## src/rtl/stt_pkg.sv

```systemverilog
`default_nettype none
package stt_pkg;

  localparam int LINE_WIDTH   = 20;
  localparam int COLUMN_WIDTH = 16;

  // at most three tokens come out of one input word
  localparam int MAX_TOKENS  = 3;
  localparam int TOK_CNT_W   = $clog2(MAX_TOKENS + 1);
  localparam int QUEUE_DEPTH = 4;
  localparam int PTR_W       = $clog2(QUEUE_DEPTH);
  localparam int FRAC_KEEP   = 9;

  typedef logic [7:0] byte_t;
  typedef logic [5:0] kind_t;

  typedef struct packed {
    byte_t text_byte;
    logic  final_byte;
  } in_word_t;

  typedef struct packed {
    kind_t                   token_kind;
    logic [LINE_WIDTH-1:0]   start_line;
    logic [COLUMN_WIDTH-1:0] start_column;
    logic [7:0]              token_length;
    logic [31:0]             integer_part;
    logic [29:0]             fraction_digits;
    logic [3:0]              fraction_count;
    logic                    run_end;
  } out_word_t;

  // scanner modes
  localparam logic [2:0] MODE_IDLE  = 3'd0;
  localparam logic [2:0] MODE_HELD  = 3'd1;
  localparam logic [2:0] MODE_IDENT = 3'd2;
  localparam logic [2:0] MODE_INT   = 3'd3;
  localparam logic [2:0] MODE_DOT   = 3'd4;
  localparam logic [2:0] MODE_FRAC  = 3'd5;

  // token kinds
  localparam kind_t K_LPAREN = 6'd0;
  localparam kind_t K_RPAREN = 6'd1;
  localparam kind_t K_LBRACK = 6'd2;
  localparam kind_t K_RBRACK = 6'd3;
  localparam kind_t K_LBRACE = 6'd4;
  localparam kind_t K_RBRACE = 6'd5;
  localparam kind_t K_HASH   = 6'd6;
  localparam kind_t K_COMMA  = 6'd7;
  localparam kind_t K_DOT    = 6'd8;
  localparam kind_t K_DEC    = 6'd9;
  localparam kind_t K_MINUS  = 6'd10;
  localparam kind_t K_INC    = 6'd11;
  localparam kind_t K_PLUS   = 6'd12;
  localparam kind_t K_SEMI   = 6'd13;
  localparam kind_t K_SCOPE  = 6'd14;
  localparam kind_t K_COLON  = 6'd15;
  localparam kind_t K_SLASH  = 6'd16;
  localparam kind_t K_STAR   = 6'd17;
  localparam kind_t K_NE     = 6'd18;
  localparam kind_t K_BANG   = 6'd19;
  localparam kind_t K_EQ     = 6'd20;
  localparam kind_t K_ASSIGN = 6'd21;
  localparam kind_t K_GE     = 6'd22;
  localparam kind_t K_SHR    = 6'd23;
  localparam kind_t K_GT     = 6'd24;
  localparam kind_t K_LE     = 6'd25;
  localparam kind_t K_SHL    = 6'd26;
  localparam kind_t K_LT     = 6'd27;
  localparam kind_t K_LAND   = 6'd28;
  localparam kind_t K_AMP    = 6'd29;
  localparam kind_t K_LOR    = 6'd30;
  localparam kind_t K_PIPE   = 6'd31;
  localparam kind_t K_AT     = 6'd32;
  localparam kind_t K_CARET  = 6'd33;
  localparam kind_t K_TILDE  = 6'd34;
  localparam kind_t K_NUMBER = 6'd35;
  localparam kind_t K_IDENT  = 6'd36;
  localparam kind_t K_NONE   = 6'd63;

  // characters
  localparam byte_t CH_TAB   = 8'h09;
  localparam byte_t CH_LF    = 8'h0A;
  localparam byte_t CH_VT    = 8'h0B;
  localparam byte_t CH_FF    = 8'h0C;
  localparam byte_t CH_CR    = 8'h0D;
  localparam byte_t CH_SPACE = 8'h20;
  localparam byte_t CH_DOT   = 8'h2E;
  localparam byte_t CH_ZERO  = 8'h30;
  localparam byte_t CH_NINE  = 8'h39;
  localparam byte_t CH_UNDER = 8'h5F;

  typedef struct packed {
    logic [2:0]              mode;
    byte_t                   held;
    logic [LINE_WIDTH-1:0]   cur_line;
    logic [COLUMN_WIDTH-1:0] cur_col;
    logic [LINE_WIDTH-1:0]   tok_line;
    logic [COLUMN_WIDTH-1:0] tok_col;
    logic [7:0]              count;
    logic [31:0]             int_acc;
    logic [29:0]             frac_acc;
    logic [3:0]              frac_cnt;
    logic [COLUMN_WIDTH-1:0] dot_col;
  } scan_state_t;

  localparam scan_state_t SCAN_RESET = '{
    mode:     MODE_IDLE,
    held:     '0,
    cur_line: LINE_WIDTH'(1),
    cur_col:  COLUMN_WIDTH'(1),
    tok_line: LINE_WIDTH'(1),
    tok_col:  COLUMN_WIDTH'(1),
    count:    '0,
    int_acc:  '0,
    frac_acc: '0,
    frac_cnt: '0,
    dot_col:  COLUMN_WIDTH'(1)
  };

endpackage
`default_nettype wire

```

## src/rtl/stt_step.sv

```systemverilog
`default_nettype none
module stt_step (
  input  stt_pkg::scan_state_t                     st,
  input  stt_pkg::in_word_t                        word,
  output stt_pkg::scan_state_t                     st_next,
  output stt_pkg::out_word_t [stt_pkg::MAX_TOKENS-1:0] toks,
  output logic [stt_pkg::TOK_CNT_W-1:0]            tok_cnt
);
  import stt_pkg::*;

  typedef struct packed {
    logic [1:0] cnt;
    out_word_t  first;
    out_word_t  second;
  } flush_t;

  function automatic logic is_digit(input byte_t c);
    return (c >= CH_ZERO) && (c <= CH_NINE);
  endfunction

  function automatic logic is_alpha(input byte_t c);
    return ((c >= "a") && (c <= "z")) || ((c >= "A") && (c <= "Z"));
  endfunction

  function automatic logic is_word(input byte_t c);
    return (c == CH_UNDER) || is_alpha(c) || is_digit(c);
  endfunction

  function automatic logic is_space(input byte_t c);
    return (c == CH_SPACE) || (c == CH_TAB) || (c == CH_LF) || (c == CH_VT) ||
           (c == CH_FF) || (c == CH_CR);
  endfunction

  function automatic kind_t solo_kind(input byte_t c);
    kind_t k;
    unique case (c)
      "(":     k = K_LPAREN;
      ")":     k = K_RPAREN;
      "[":     k = K_LBRACK;
      "]":     k = K_RBRACK;
      "{":     k = K_LBRACE;
      "}":     k = K_RBRACE;
      "#":     k = K_HASH;
      ",":     k = K_COMMA;
      ".":     k = K_DOT;
      ";":     k = K_SEMI;
      "/":     k = K_SLASH;
      "*":     k = K_STAR;
      "@":     k = K_AT;
      "^":     k = K_CARET;
      "~":     k = K_TILDE;
      default: k = K_NONE;
    endcase
    return k;
  endfunction

  function automatic kind_t first_kind(input byte_t c);
    kind_t k;
    unique case (c)
      "-":     k = K_MINUS;
      "+":     k = K_PLUS;
      ":":     k = K_COLON;
      "!":     k = K_BANG;
      "=":     k = K_ASSIGN;
      ">":     k = K_GT;
      "<":     k = K_LT;
      "&":     k = K_AMP;
      "|":     k = K_PIPE;
      default: k = K_NONE;
    endcase
    return k;
  endfunction

  function automatic kind_t pair_kind(input byte_t a, input byte_t b);
    kind_t k;
    unique case ({a, b})
      "--":    k = K_DEC;
      "++":    k = K_INC;
      "::":    k = K_SCOPE;
      "!=":    k = K_NE;
      "==":    k = K_EQ;
      ">=":    k = K_GE;
      ">>":    k = K_SHR;
      "<=":    k = K_LE;
      "<<":    k = K_SHL;
      "&&":    k = K_LAND;
      "||":    k = K_LOR;
      default: k = K_NONE;
    endcase
    return k;
  endfunction

  function automatic out_word_t make_tok(
    input kind_t                   kind,
    input logic [LINE_WIDTH-1:0]   line,
    input logic [COLUMN_WIDTH-1:0] col,
    input logic [7:0]              len,
    input logic [31:0]             ip,
    input logic [29:0]             fd,
    input logic [3:0]              fc
  );
    out_word_t t;
    t.token_kind      = kind;
    t.start_line      = line;
    t.start_column    = col;
    t.token_length    = len;
    t.integer_part    = ip;
    t.fraction_digits = fd;
    t.fraction_count  = fc;
    t.run_end         = 1'b0;
    return t;
  endfunction

  // emit whatever tokens the state holds
  function automatic flush_t flush_tokens(input scan_state_t s);
    flush_t f;
    f = '0;
    unique case (s.mode)
      MODE_HELD: begin
        f.cnt   = 2'd1;
        f.first = make_tok(first_kind(s.held), s.tok_line, s.tok_col, 8'd1, '0, '0, '0);
      end
      MODE_IDENT: begin
        f.cnt   = 2'd1;
        f.first = make_tok(K_IDENT, s.tok_line, s.tok_col, s.count, '0, '0, '0);
      end
      MODE_INT, MODE_FRAC: begin
        f.cnt   = 2'd1;
        f.first = make_tok(K_NUMBER, s.tok_line, s.tok_col, s.count, s.int_acc,
                           s.frac_acc, s.frac_cnt);
      end
      MODE_DOT: begin
        // number then a dot that no digit followed
        f.cnt    = 2'd2;
        f.first  = make_tok(K_NUMBER, s.tok_line, s.tok_col, s.count, s.int_acc,
                            s.frac_acc, s.frac_cnt);
        f.second = make_tok(K_DOT, s.tok_line, s.dot_col, 8'd1, '0, '0, '0);
      end
      default: f.cnt = 2'd0;
    endcase
    return f;
  endfunction

  byte_t       c;
  logic [3:0]  digit;
  logic [35:0] int_wide;
  logic [29:0] frac_wide;
  logic [7:0]  len_inc1;
  logic [7:0]  len_inc2;
  kind_t       pair_k;
  kind_t       solo_k;

  assign c      = word.text_byte;
  // low nibble of an ASCII digit is its value
  assign digit  = c[3:0];
  assign pair_k = pair_kind(st.held, c);
  assign solo_k = solo_kind(c);

  assign int_wide  = ({4'b0, st.int_acc} << 3) + ({4'b0, st.int_acc} << 1) + 36'(digit);
  assign frac_wide = (st.frac_acc << 3) + (st.frac_acc << 1) + 30'(digit);
  assign len_inc1  = (st.count == 8'hFF) ? 8'hFF : st.count + 8'd1;
  assign len_inc2  = (st.count >= 8'hFE) ? 8'hFF : st.count + 8'd2;

  scan_state_t nx;
  out_word_t [MAX_TOKENS-1:0] tk;
  logic [TOK_CNT_W-1:0] n;
  logic used;
  flush_t fl;
  flush_t fl_fin;

  always_comb begin
    nx     = st;
    tk     = '0;
    n      = '0;
    used   = 1'b0;
    fl     = '0;
    fl_fin = '0;

    unique case (st.mode)
      MODE_HELD: begin
        if (pair_k != K_NONE) begin
          tk[n]   = make_tok(pair_k, st.tok_line, st.tok_col, 8'd2, '0, '0, '0);
          n       = n + TOK_CNT_W'(1);
          nx.mode = MODE_IDLE;
          nx.held = '0;
          used    = 1'b1;
        end
      end
      MODE_IDENT: begin
        if (is_word(c)) begin
          nx.count = len_inc1;
          used     = 1'b1;
        end
      end
      MODE_INT: begin
        if (is_digit(c)) begin
          nx.int_acc = (int_wide[35:32] != 4'd0) ? 32'hFFFF_FFFF : int_wide[31:0];
          nx.count   = len_inc1;
          used       = 1'b1;
        end else if (c == CH_DOT) begin
          nx.mode    = MODE_DOT;
          nx.dot_col = st.cur_col;
          used       = 1'b1;
        end
      end
      MODE_DOT, MODE_FRAC: begin
        if (is_digit(c)) begin
          nx.count = (st.mode == MODE_DOT) ? len_inc2 : len_inc1;
          nx.mode  = MODE_FRAC;
          // drop digits past the ninth
          if (st.frac_cnt < 4'(FRAC_KEEP)) begin
            nx.frac_acc = frac_wide;
            nx.frac_cnt = st.frac_cnt + 4'd1;
          end
          used = 1'b1;
        end
      end
      default: used = 1'b0;
    endcase

    if (!used) begin
      fl = flush_tokens(st);
      if (fl.cnt != 2'd0) begin
        tk[n] = fl.first;
        n     = n + TOK_CNT_W'(1);
      end
      if (fl.cnt == 2'd2) begin
        tk[n] = fl.second;
        n     = n + TOK_CNT_W'(1);
      end
      nx.mode = MODE_IDLE;
      nx.held = '0;

      if (!is_space(c)) begin
        if (solo_k != K_NONE) begin
          tk[n] = make_tok(solo_k, st.cur_line, st.cur_col, 8'd1, '0, '0, '0);
          n     = n + TOK_CNT_W'(1);
        end else if ((first_kind(c) != K_NONE) || is_digit(c) || (c == CH_UNDER) ||
                     is_alpha(c)) begin
          nx.tok_line = st.cur_line;
          nx.tok_col  = st.cur_col;
          nx.count    = 8'd1;
          nx.int_acc  = '0;
          nx.frac_acc = '0;
          nx.frac_cnt = '0;
          if (first_kind(c) != K_NONE) begin
            nx.mode = MODE_HELD;
            nx.held = c;
          end else if (is_digit(c)) begin
            nx.mode    = MODE_INT;
            nx.int_acc = 32'(digit);
          end else begin
            nx.mode = MODE_IDENT;
          end
        end
      end
    end

    // position of the next byte, saturating
    if (c == CH_LF) begin
      if (st.cur_line != '1) nx.cur_line = st.cur_line + LINE_WIDTH'(1);
      nx.cur_col = COLUMN_WIDTH'(1);
    end else if (st.cur_col != '1) begin
      nx.cur_col = st.cur_col + COLUMN_WIDTH'(1);
    end

    if (word.final_byte) begin
      fl_fin = flush_tokens(nx);
      if (fl_fin.cnt != 2'd0) begin
        tk[n] = fl_fin.first;
        n     = n + TOK_CNT_W'(1);
      end
      if (fl_fin.cnt == 2'd2) begin
        tk[n] = fl_fin.second;
        n     = n + TOK_CNT_W'(1);
      end
      nx = SCAN_RESET;
    end

    if (n != '0) tk[n - TOK_CNT_W'(1)].run_end = 1'b1;
  end

  assign st_next = nx;
  assign toks    = tk;
  assign tok_cnt = n;

endmodule
`default_nettype wire

```

## src/rtl/stt_queue.sv

```systemverilog
`default_nettype none
module stt_queue (
  input  logic                                     clk,
  input  logic                                     rst,
  input  logic [stt_pkg::TOK_CNT_W-1:0]            wr_cnt,
  input  stt_pkg::out_word_t [stt_pkg::MAX_TOKENS-1:0] wr_data,
  output logic                                     room,
  output logic                                     rd_valid,
  input  logic                                     rd_ready,
  output stt_pkg::out_word_t                       rd_data
);
  import stt_pkg::*;

  out_word_t mem [QUEUE_DEPTH];
  logic [PTR_W-1:0] wr_ptr;
  logic [PTR_W-1:0] rd_ptr;
  logic [PTR_W:0]   count;
  logic             pop;

  assign rd_valid = (count != '0);
  assign pop      = rd_valid && rd_ready;
  // room for the largest burst one input word can cause
  assign room     = (count <= (PTR_W + 1)'(QUEUE_DEPTH - MAX_TOKENS));
  assign rd_data  = mem[rd_ptr];

  always_ff @(posedge clk) begin
    if (rst) begin
      wr_ptr <= '0;
      rd_ptr <= '0;
      count  <= '0;
    end else begin
      wr_ptr <= wr_ptr + PTR_W'(wr_cnt);
      rd_ptr <= rd_ptr + PTR_W'(pop);
      count  <= count + (PTR_W + 1)'(wr_cnt) - (PTR_W + 1)'(pop);
    end
  end

  always_ff @(posedge clk) begin
    for (int i = 0; i < MAX_TOKENS; i++) begin
      if (TOK_CNT_W'(i) < wr_cnt) mem[wr_ptr + PTR_W'(i)] <= wr_data[i];
    end
  end

endmodule
`default_nettype wire

```

## src/rtl/source_text_tokenizer.sv

```systemverilog
// Streaming tokenizer for source text.
// Input channel (in_valid/in_ready/in_word): one text byte per word, with
// final_byte set on the last byte of a text. Output channel
// (out_valid/out_ready/out_word): one token per word with its kind, start
// line and column, length and, for numbers, integer and fraction parts;
// run_end marks the last token caused by one input byte.
// Each byte is decoded combinationally against the scanner state and yields
// zero to three tokens, which land in a four-entry token queue; each token
// is offered on out_word once the tokens ahead of it have been taken.
// Throughput: one byte per cycle while the queue has room; sustained, the
// rate is set by the single-token output port. in_ready is high whenever
// the queue has room for three tokens, so the input keeps flowing while a
// finished token waits on a stalled receiver. Reset empties the queue and
// returns the scanner to line 1, column 1; a final byte returns the scanner
// there after its tokens are queued.
`default_nettype none
module source_text_tokenizer (
  input  logic               clk,
  input  logic               rst,
  input  logic               in_valid,
  output logic               in_ready,
  input  stt_pkg::in_word_t  in_word,
  output logic               out_valid,
  input  logic               out_ready,
  output stt_pkg::out_word_t out_word
);
  import stt_pkg::*;

  scan_state_t st;
  scan_state_t st_next;
  out_word_t [MAX_TOKENS-1:0] toks;
  logic [TOK_CNT_W-1:0] tok_cnt;
  logic [TOK_CNT_W-1:0] wr_cnt;
  logic room;
  logic accept;

  assign in_ready = room;
  assign accept   = in_valid && in_ready;
  assign wr_cnt   = accept ? tok_cnt : '0;

  stt_step u_step (
    .st      (st),
    .word    (in_word),
    .st_next (st_next),
    .toks    (toks),
    .tok_cnt (tok_cnt)
  );

  always_ff @(posedge clk) begin
    if (rst) begin
      st <= SCAN_RESET;
    end else if (accept) begin
      st <= st_next;
    end
  end

  stt_queue u_queue (
    .clk      (clk),
    .rst      (rst),
    .wr_cnt   (wr_cnt),
    .wr_data  (toks),
    .room     (room),
    .rd_valid (out_valid),
    .rd_ready (out_ready),
    .rd_data  (out_word)
  );

endmodule
`default_nettype wire

```

## config.mk

```make
export PLATFORM = sky130hd
export DESIGN_NAME = source_text_tokenizer
export DESIGN_NICKNAME = d
export VERILOG_FILES = /design/src/rtl/stt_pkg.sv /design/src/rtl/stt_step.sv /design/src/rtl/stt_queue.sv /design/src/rtl/source_text_tokenizer.sv
export SDC_FILE = /design/constraint.sdc
export NUM_CORES = 2
export LEC_CHECK = 0
export ABC_CLOCK_PERIOD_IN_PS = 13750
export BUFFER_PORTS_ARGS = -buffer_cell sky130_fd_sc_hd__clkbuf_2
export CORE_ASPECT_RATIO = 0.5
export CORE_MARGIN = 10
export CORE_UTILIZATION = 30
export DETAILED_ROUTE_END_ITERATION = 6
export GPL_ROUTABILITY_DRIVEN = 0
export PLACE_DENSITY = 0.54
export SLEW_MARGIN = 30
export SYNTH_ARGS = -nofsm -noshare
export SYNTH_HDL_FRONTEND = slang
export SYNTH_HIERARCHICAL = 1
export SYNTH_SLANG_ARGS = --single-unit
```

## constraint.sdc

```tcl
create_clock -name clk -period 13.75 [get_ports clk]
set_input_delay 1.375 -clock clk [delete_from_list [all_inputs] [get_ports clk]]
set_output_delay 1.375 -clock clk [all_outputs]
set_load 0.03 [all_outputs]
```

-- Word level (Yosys, flattened, before mapping)
Memory sizes are Yosys's and may differ from the RTL's. A register that Yosys moved wholly into a read port is not among the register bits.
Cells that the tools add are included.
- $add $sub $neg: 21
- eq/ne operators: 79
- mux-type cells: 122
- magnitude comparators: 24
- reduce and logical (&&, ||, !) cells: 37
- operators with widths (kind ; count):
    2-to-1 mux 351 bit ; 12
    bitwise mux 351 bit ; 6
    demux 117 bit (select 2 bit) ; 6
    2-to-1 mux 117 bit ; 11
    case mux 117 bit (3 select lines) ; 2
    2-to-1 mux 110 bit ; 4
    equality test 8 x 6 -> 1 bit (second input constant) ; 33
    2-to-1 mux 115 bit ; 2
    2-to-1 mux 173 bit ; 1
    case mux 6 bit (9 select lines) ; 3
    equality test 16 x 14 -> 1 bit (second input constant) ; 10
    2-to-1 mux 34 bit ; 3
    2-to-1 mux 32 bit ; 3
    case mux 6 bit (15 select lines) ; 1
    equality test 8 x 7 -> 1 bit (second input constant) ; 11
    2-to-1 mux 16 bit ; 5
    case mux 6 bit (11 select lines) ; 1
    2-to-1 mux 8 bit ; 7
    2-to-1 mux 11 bit ; 5
    2-to-1 mux 6 bit ; 7
    equality test 8 x 4 -> 1 bit (second input constant) ; 5
    2-to-1 mux 20 bit ; 2
    2-to-1 mux 40 bit ; 1
    adder 35 x 33 -> 36 bit ; 1
    53 further kinds ; 141
- input port bits: 13
- memories kept: 1
- output and inout port bits: 119
- RAM bits: 468
- register bits after elaboration: 180
- memory list (name ; words ; width ; read ports ; clocked after memory_dff ; write ports ; line ; text):
    u_queue.mem ; 4 ; 117 ; 1 ; 1 ; 3 ; stt_queue.sv:14 ; out_word_t mem [QUEUE_DEPTH];

-- Depth between registers and ports, before layout
- word-level depth: 39
- gate-level depth with buffers: 31

-- Cells and area by module
Netlist, hierarchy kept.
- modules (own cells, without submodules) (module ; cells an instance ; area each (um^2) ; times used ; seq. area each (um^2)):
    stt_queue ; 2750 ; 26565.5 ; 1 ; 14193.6
    stt_step ; 2330 ; 14108.5 ; 1 ; 0.0
    source_text_tokenizer ; 785 ; 7377.1 ; 1 ; 3463.3

-- Least setup slack after synthesis
OpenSTA, ideal clock, no wires.
- path kind: input to register
- start: input port in_word[8] (netlist bit)
- end: memory u_queue/mem[0][0] (netlist bit) (enable)
- cell stages on the path: 24
- data arrival time: 14.085 ns
- path slack: -1.102 ns
- setup time: 0.767 ns
- data required time: 12.983 ns
- path through: buf_6 nand4bb_2 or3_1 a21o_1 and3_4 a211o_1 a21oi_1 ha_1 nand2_1 o211ai_1 ha_1 mux2i_1 inv_1 ha_1 or3_1 o21ai_0 a31oi_1 inv_1 and3_1 buf_4 buf_4 o21a_1 nor2_1 a211oi_1
- RTL lines (what ; line ; text):
    start, declared ; source_text_tokenizer.sv:22 ; input stt_pkg::in_word_t in_word,
    end, declared ; stt_queue.sv:14 ;

==> impl_metrics.tcl <==
set metrics [dict create \
    clock_skew_ns 0.0370 \
    wl_mm 181 \
    dpl-instance-area_um2 49900 \
    start_kind "primary input" \
    netlist_instances 5865 \
    final_design_area_no_fill_um2 52400 \
    cts_buffers 75 \
    areaGrowthSynthToFinish_pct 9.05 \
    setup_slack_ns 5.03 \
    grt_overflow_total 0 \
    drive_above_1_share_pct 12.2 \
    dr_total_vias 45500 \
    outcome "finished, final reports clean" \
    synth_edf_count 468 \
    syn-num-nets 6021 \
    io_buffers 131 \
    max_freq_mhz 115 \
    dp_hpwl_mm 108 \
    pwr_density_cell_nw_per_um2 105 \
    hold_path.class "reg -> reg" \
    cts_setup_buffers 0 \
    cts_tree "done" \
    vdd_drop_max_uv 89.9 \
    final_core_util_pct 33.1 \
    fin_crit_sh_pct 63.4 \
    grt_util_all_layers_pct 19.5 \
    clock_latency_ns 0.67 \
    ys_ff_latch 648 \
    htree_levels 3 \
    clock_tree.buffer_depth 3 \
    end_kind "flip-flop" \
    drt_iter0_drc 4856 \
    rows 103 \
    yosys.cell_types.count 103 \
    grt_max_degree 203 \
    yosys_warnings 6 \
    required_ns 14.24 \
    hold_viol_final 0 \
    criticalPathCategory "in -> reg" \
    p_leak_nw 18.8 \
    async_flop_share_pct 0 \
    finalWorstPathRequiredPeriod_ns 8.72 \
    pre_cts_slack_ns 4.48 \
    post_cts_resized 0 \
    slew_headroom_pct 28.1 \
    synthFlopType "edfxtp_1" \
    io_pins 132 \
    final_cell_mix "nand2_1 (1,214), nor2_1 (833), a31oi_1 (489)" \
    coreArea_um2 159000 \
    arrival_ns 9.21 \
    finalSetupViolations 0 \
    fill_cells 16500 \
    fin_nets 5792 \
    layout.cells.most_common "nand2_1" \
    hold_buffers 0 \
    die-height_um 303 \
    wire_per_inst_um 23.2 \
    routed_via_density 5.83 \
    grt_pass1_vias 42400 \
    drcViolationCount 0 \
    clockRootBuffer "clkbuf_16" \
    antenna_found_initial 8 \
    clkSlewWorstSetupHoldPaths_ns 0.07 \
    critPathMaxFanout 52 \
    firstDrtPassIters 6 \
    report.final.slew_viol_count 0 \
    grt_pass1_wl_mm 273 \
    max_cap_viol_count 0 \
    synth-seq-area-share_pct 36.7 \
    tightest_slew_ns 1.08 \
    cts.sinks 648 \
    syn_area_um2 48100 \
    avgSynthCellArea_um2 8.19 \
    initial_utilization_pct 30.3 \
    ant_nets 0 \
    rsz0062_at_grt "false" \
    die_x_um 586 \
    dieArea_um2 178000 \
]
==> cells in the mapped netlist, types with 49 or more instances <==
cell / n / area, um2
a21bo_2: 168 / 1680
clkbuf_1: 258 / 968
edfxtp_1: 468 / 14100
a31oi_1: 489 / 3060
mux4_2: 117 / 2640
inv_1: 57 / 214
dfxtp_1: 180 / 3600
ha_1: 138 / 1730
buf_2: 206 / 1030
a22o_1: 69 / 604
a21oi_1: 306 / 1530
nor2_1: 841 / 3160
a221o_1: 49 / 490
and3_1: 54 / 338
nand3_1: 270 / 1350
nor3_1: 75 / 375
o21ai_0: 178 / 891
nand2_1: 1219 / 4580
==> per-layer routing <==
layer | up-vias | GRT usage (%) | part of all wire [%]
li1 | 20900 | - | -
met1 | 22100 | 26.7 | 43
met2 | 2114 | 31.6 | 46
met3 | 360 | 2.95 | 8.0
met4 | 0 | 5.95 | 2.9
met5 | - | 0 | 0
==> registers in the layout (all words and copies together), names as in the netlist <==
name and count:
u_queue/wr_ptr 2, u_queue/count 3, st 173, u_queue/rd_ptr 2, u_queue/mem 468
==> power breakdown <==
part	switching, mW	leakage, nW	internal (mW)	total, mW
clock network	0.868	1.16	1.15	2.02
logic	0.898	11.4	0.378	1.28
registers	0.0691	6.27	2.13	2.20
total	1.84	18.8	3.66	5.50
==> path summary, 6_finish.rpt <==
kind	to	from	slack, ns	cells after the start
worst max-delay path	u_queue/mem[2][85]	in_word[3]	5.03	21
worst min-delay path	st[106]	st[106]	0.56	1
worst max register to register	u_queue/mem[2][85]	st[163]	5.57	21
worst min register to register	st[106]	st[106]	0.56	1
==> cells by family after synthesis <==
| kind of cell | after synthesis | share of synthesized area, % |
|---|---|---|
| AO/OA/AOI/OAI | 1545 | 22.1 |
| AND/OR/NAND/NOR | 2693 | 23.9 |
| adder cells (fa/ha/maj) | 143 | 3.80 |
| XOR/XNOR | 92 | 1.68 |
| buffers and inverters | 591 | 5.60 |
| flip-flops | 648 | 36.7 |
| multiplexers | 153 | 6.24 |
==> stage by stage <==
stage | TNS (ns) | hold slack, ns | total power [mW] | std cells
after floorplan | -141.66 | 0.463 | 3.12 | 5865
after global placement | 0 | 0.546 | 3.53 | 7652
after detailed placement | 0 | 0.544 | 3.54 | 7655
after CTS | 0 | 0.559 | 5.56 | 7791
after global routing | 0 | 0.586 | 5.69 | 7799
final | 0 | 0.558 | 5.50 | 7801
==> final cells by class <==
| class | instances | area, um2 | share of cell area [%] |
|---|---|---|---|
| inverters | 57 | 214 | 0.408 |
| flip-flops and latches | 648 | 17700 | 33.7 |
| clock buffers | 100 | 2070 | 3.96 |
| multi-input cells | 4626 | 27900 | 53.3 |
| repair buffers | 228 | 1580 | 3.01 |
| clock inverters | 36 | 297 | 0.566 |
| diodes | 6 | 15.0 | 0.0287 |
| well taps | 2100 | 2630 | 5.01 |
==> critical path: stages <==
cell and delay, ns:
clkbuf_2 0.35, or3_1 0.47, or3_1 0.36, a2111oi_4 0.61
or3_1 0.49, or2_1 0.24, o31ai_4 0.10, a21oi_2 0.59
mux2i_1 0.36, inv_1 0.11, ha_1 0.30, or3_1 0.34
o21ai_0 0.08, a31oi_1 0.13, inv_1 0.15, and3_1 0.68
and3b_4 0.56, buf_4 0.66, buf_4 0.82, nand2_1 0.11
a31oi_1 0.21
Note: power is estimated with default switching activity, not from simulation.
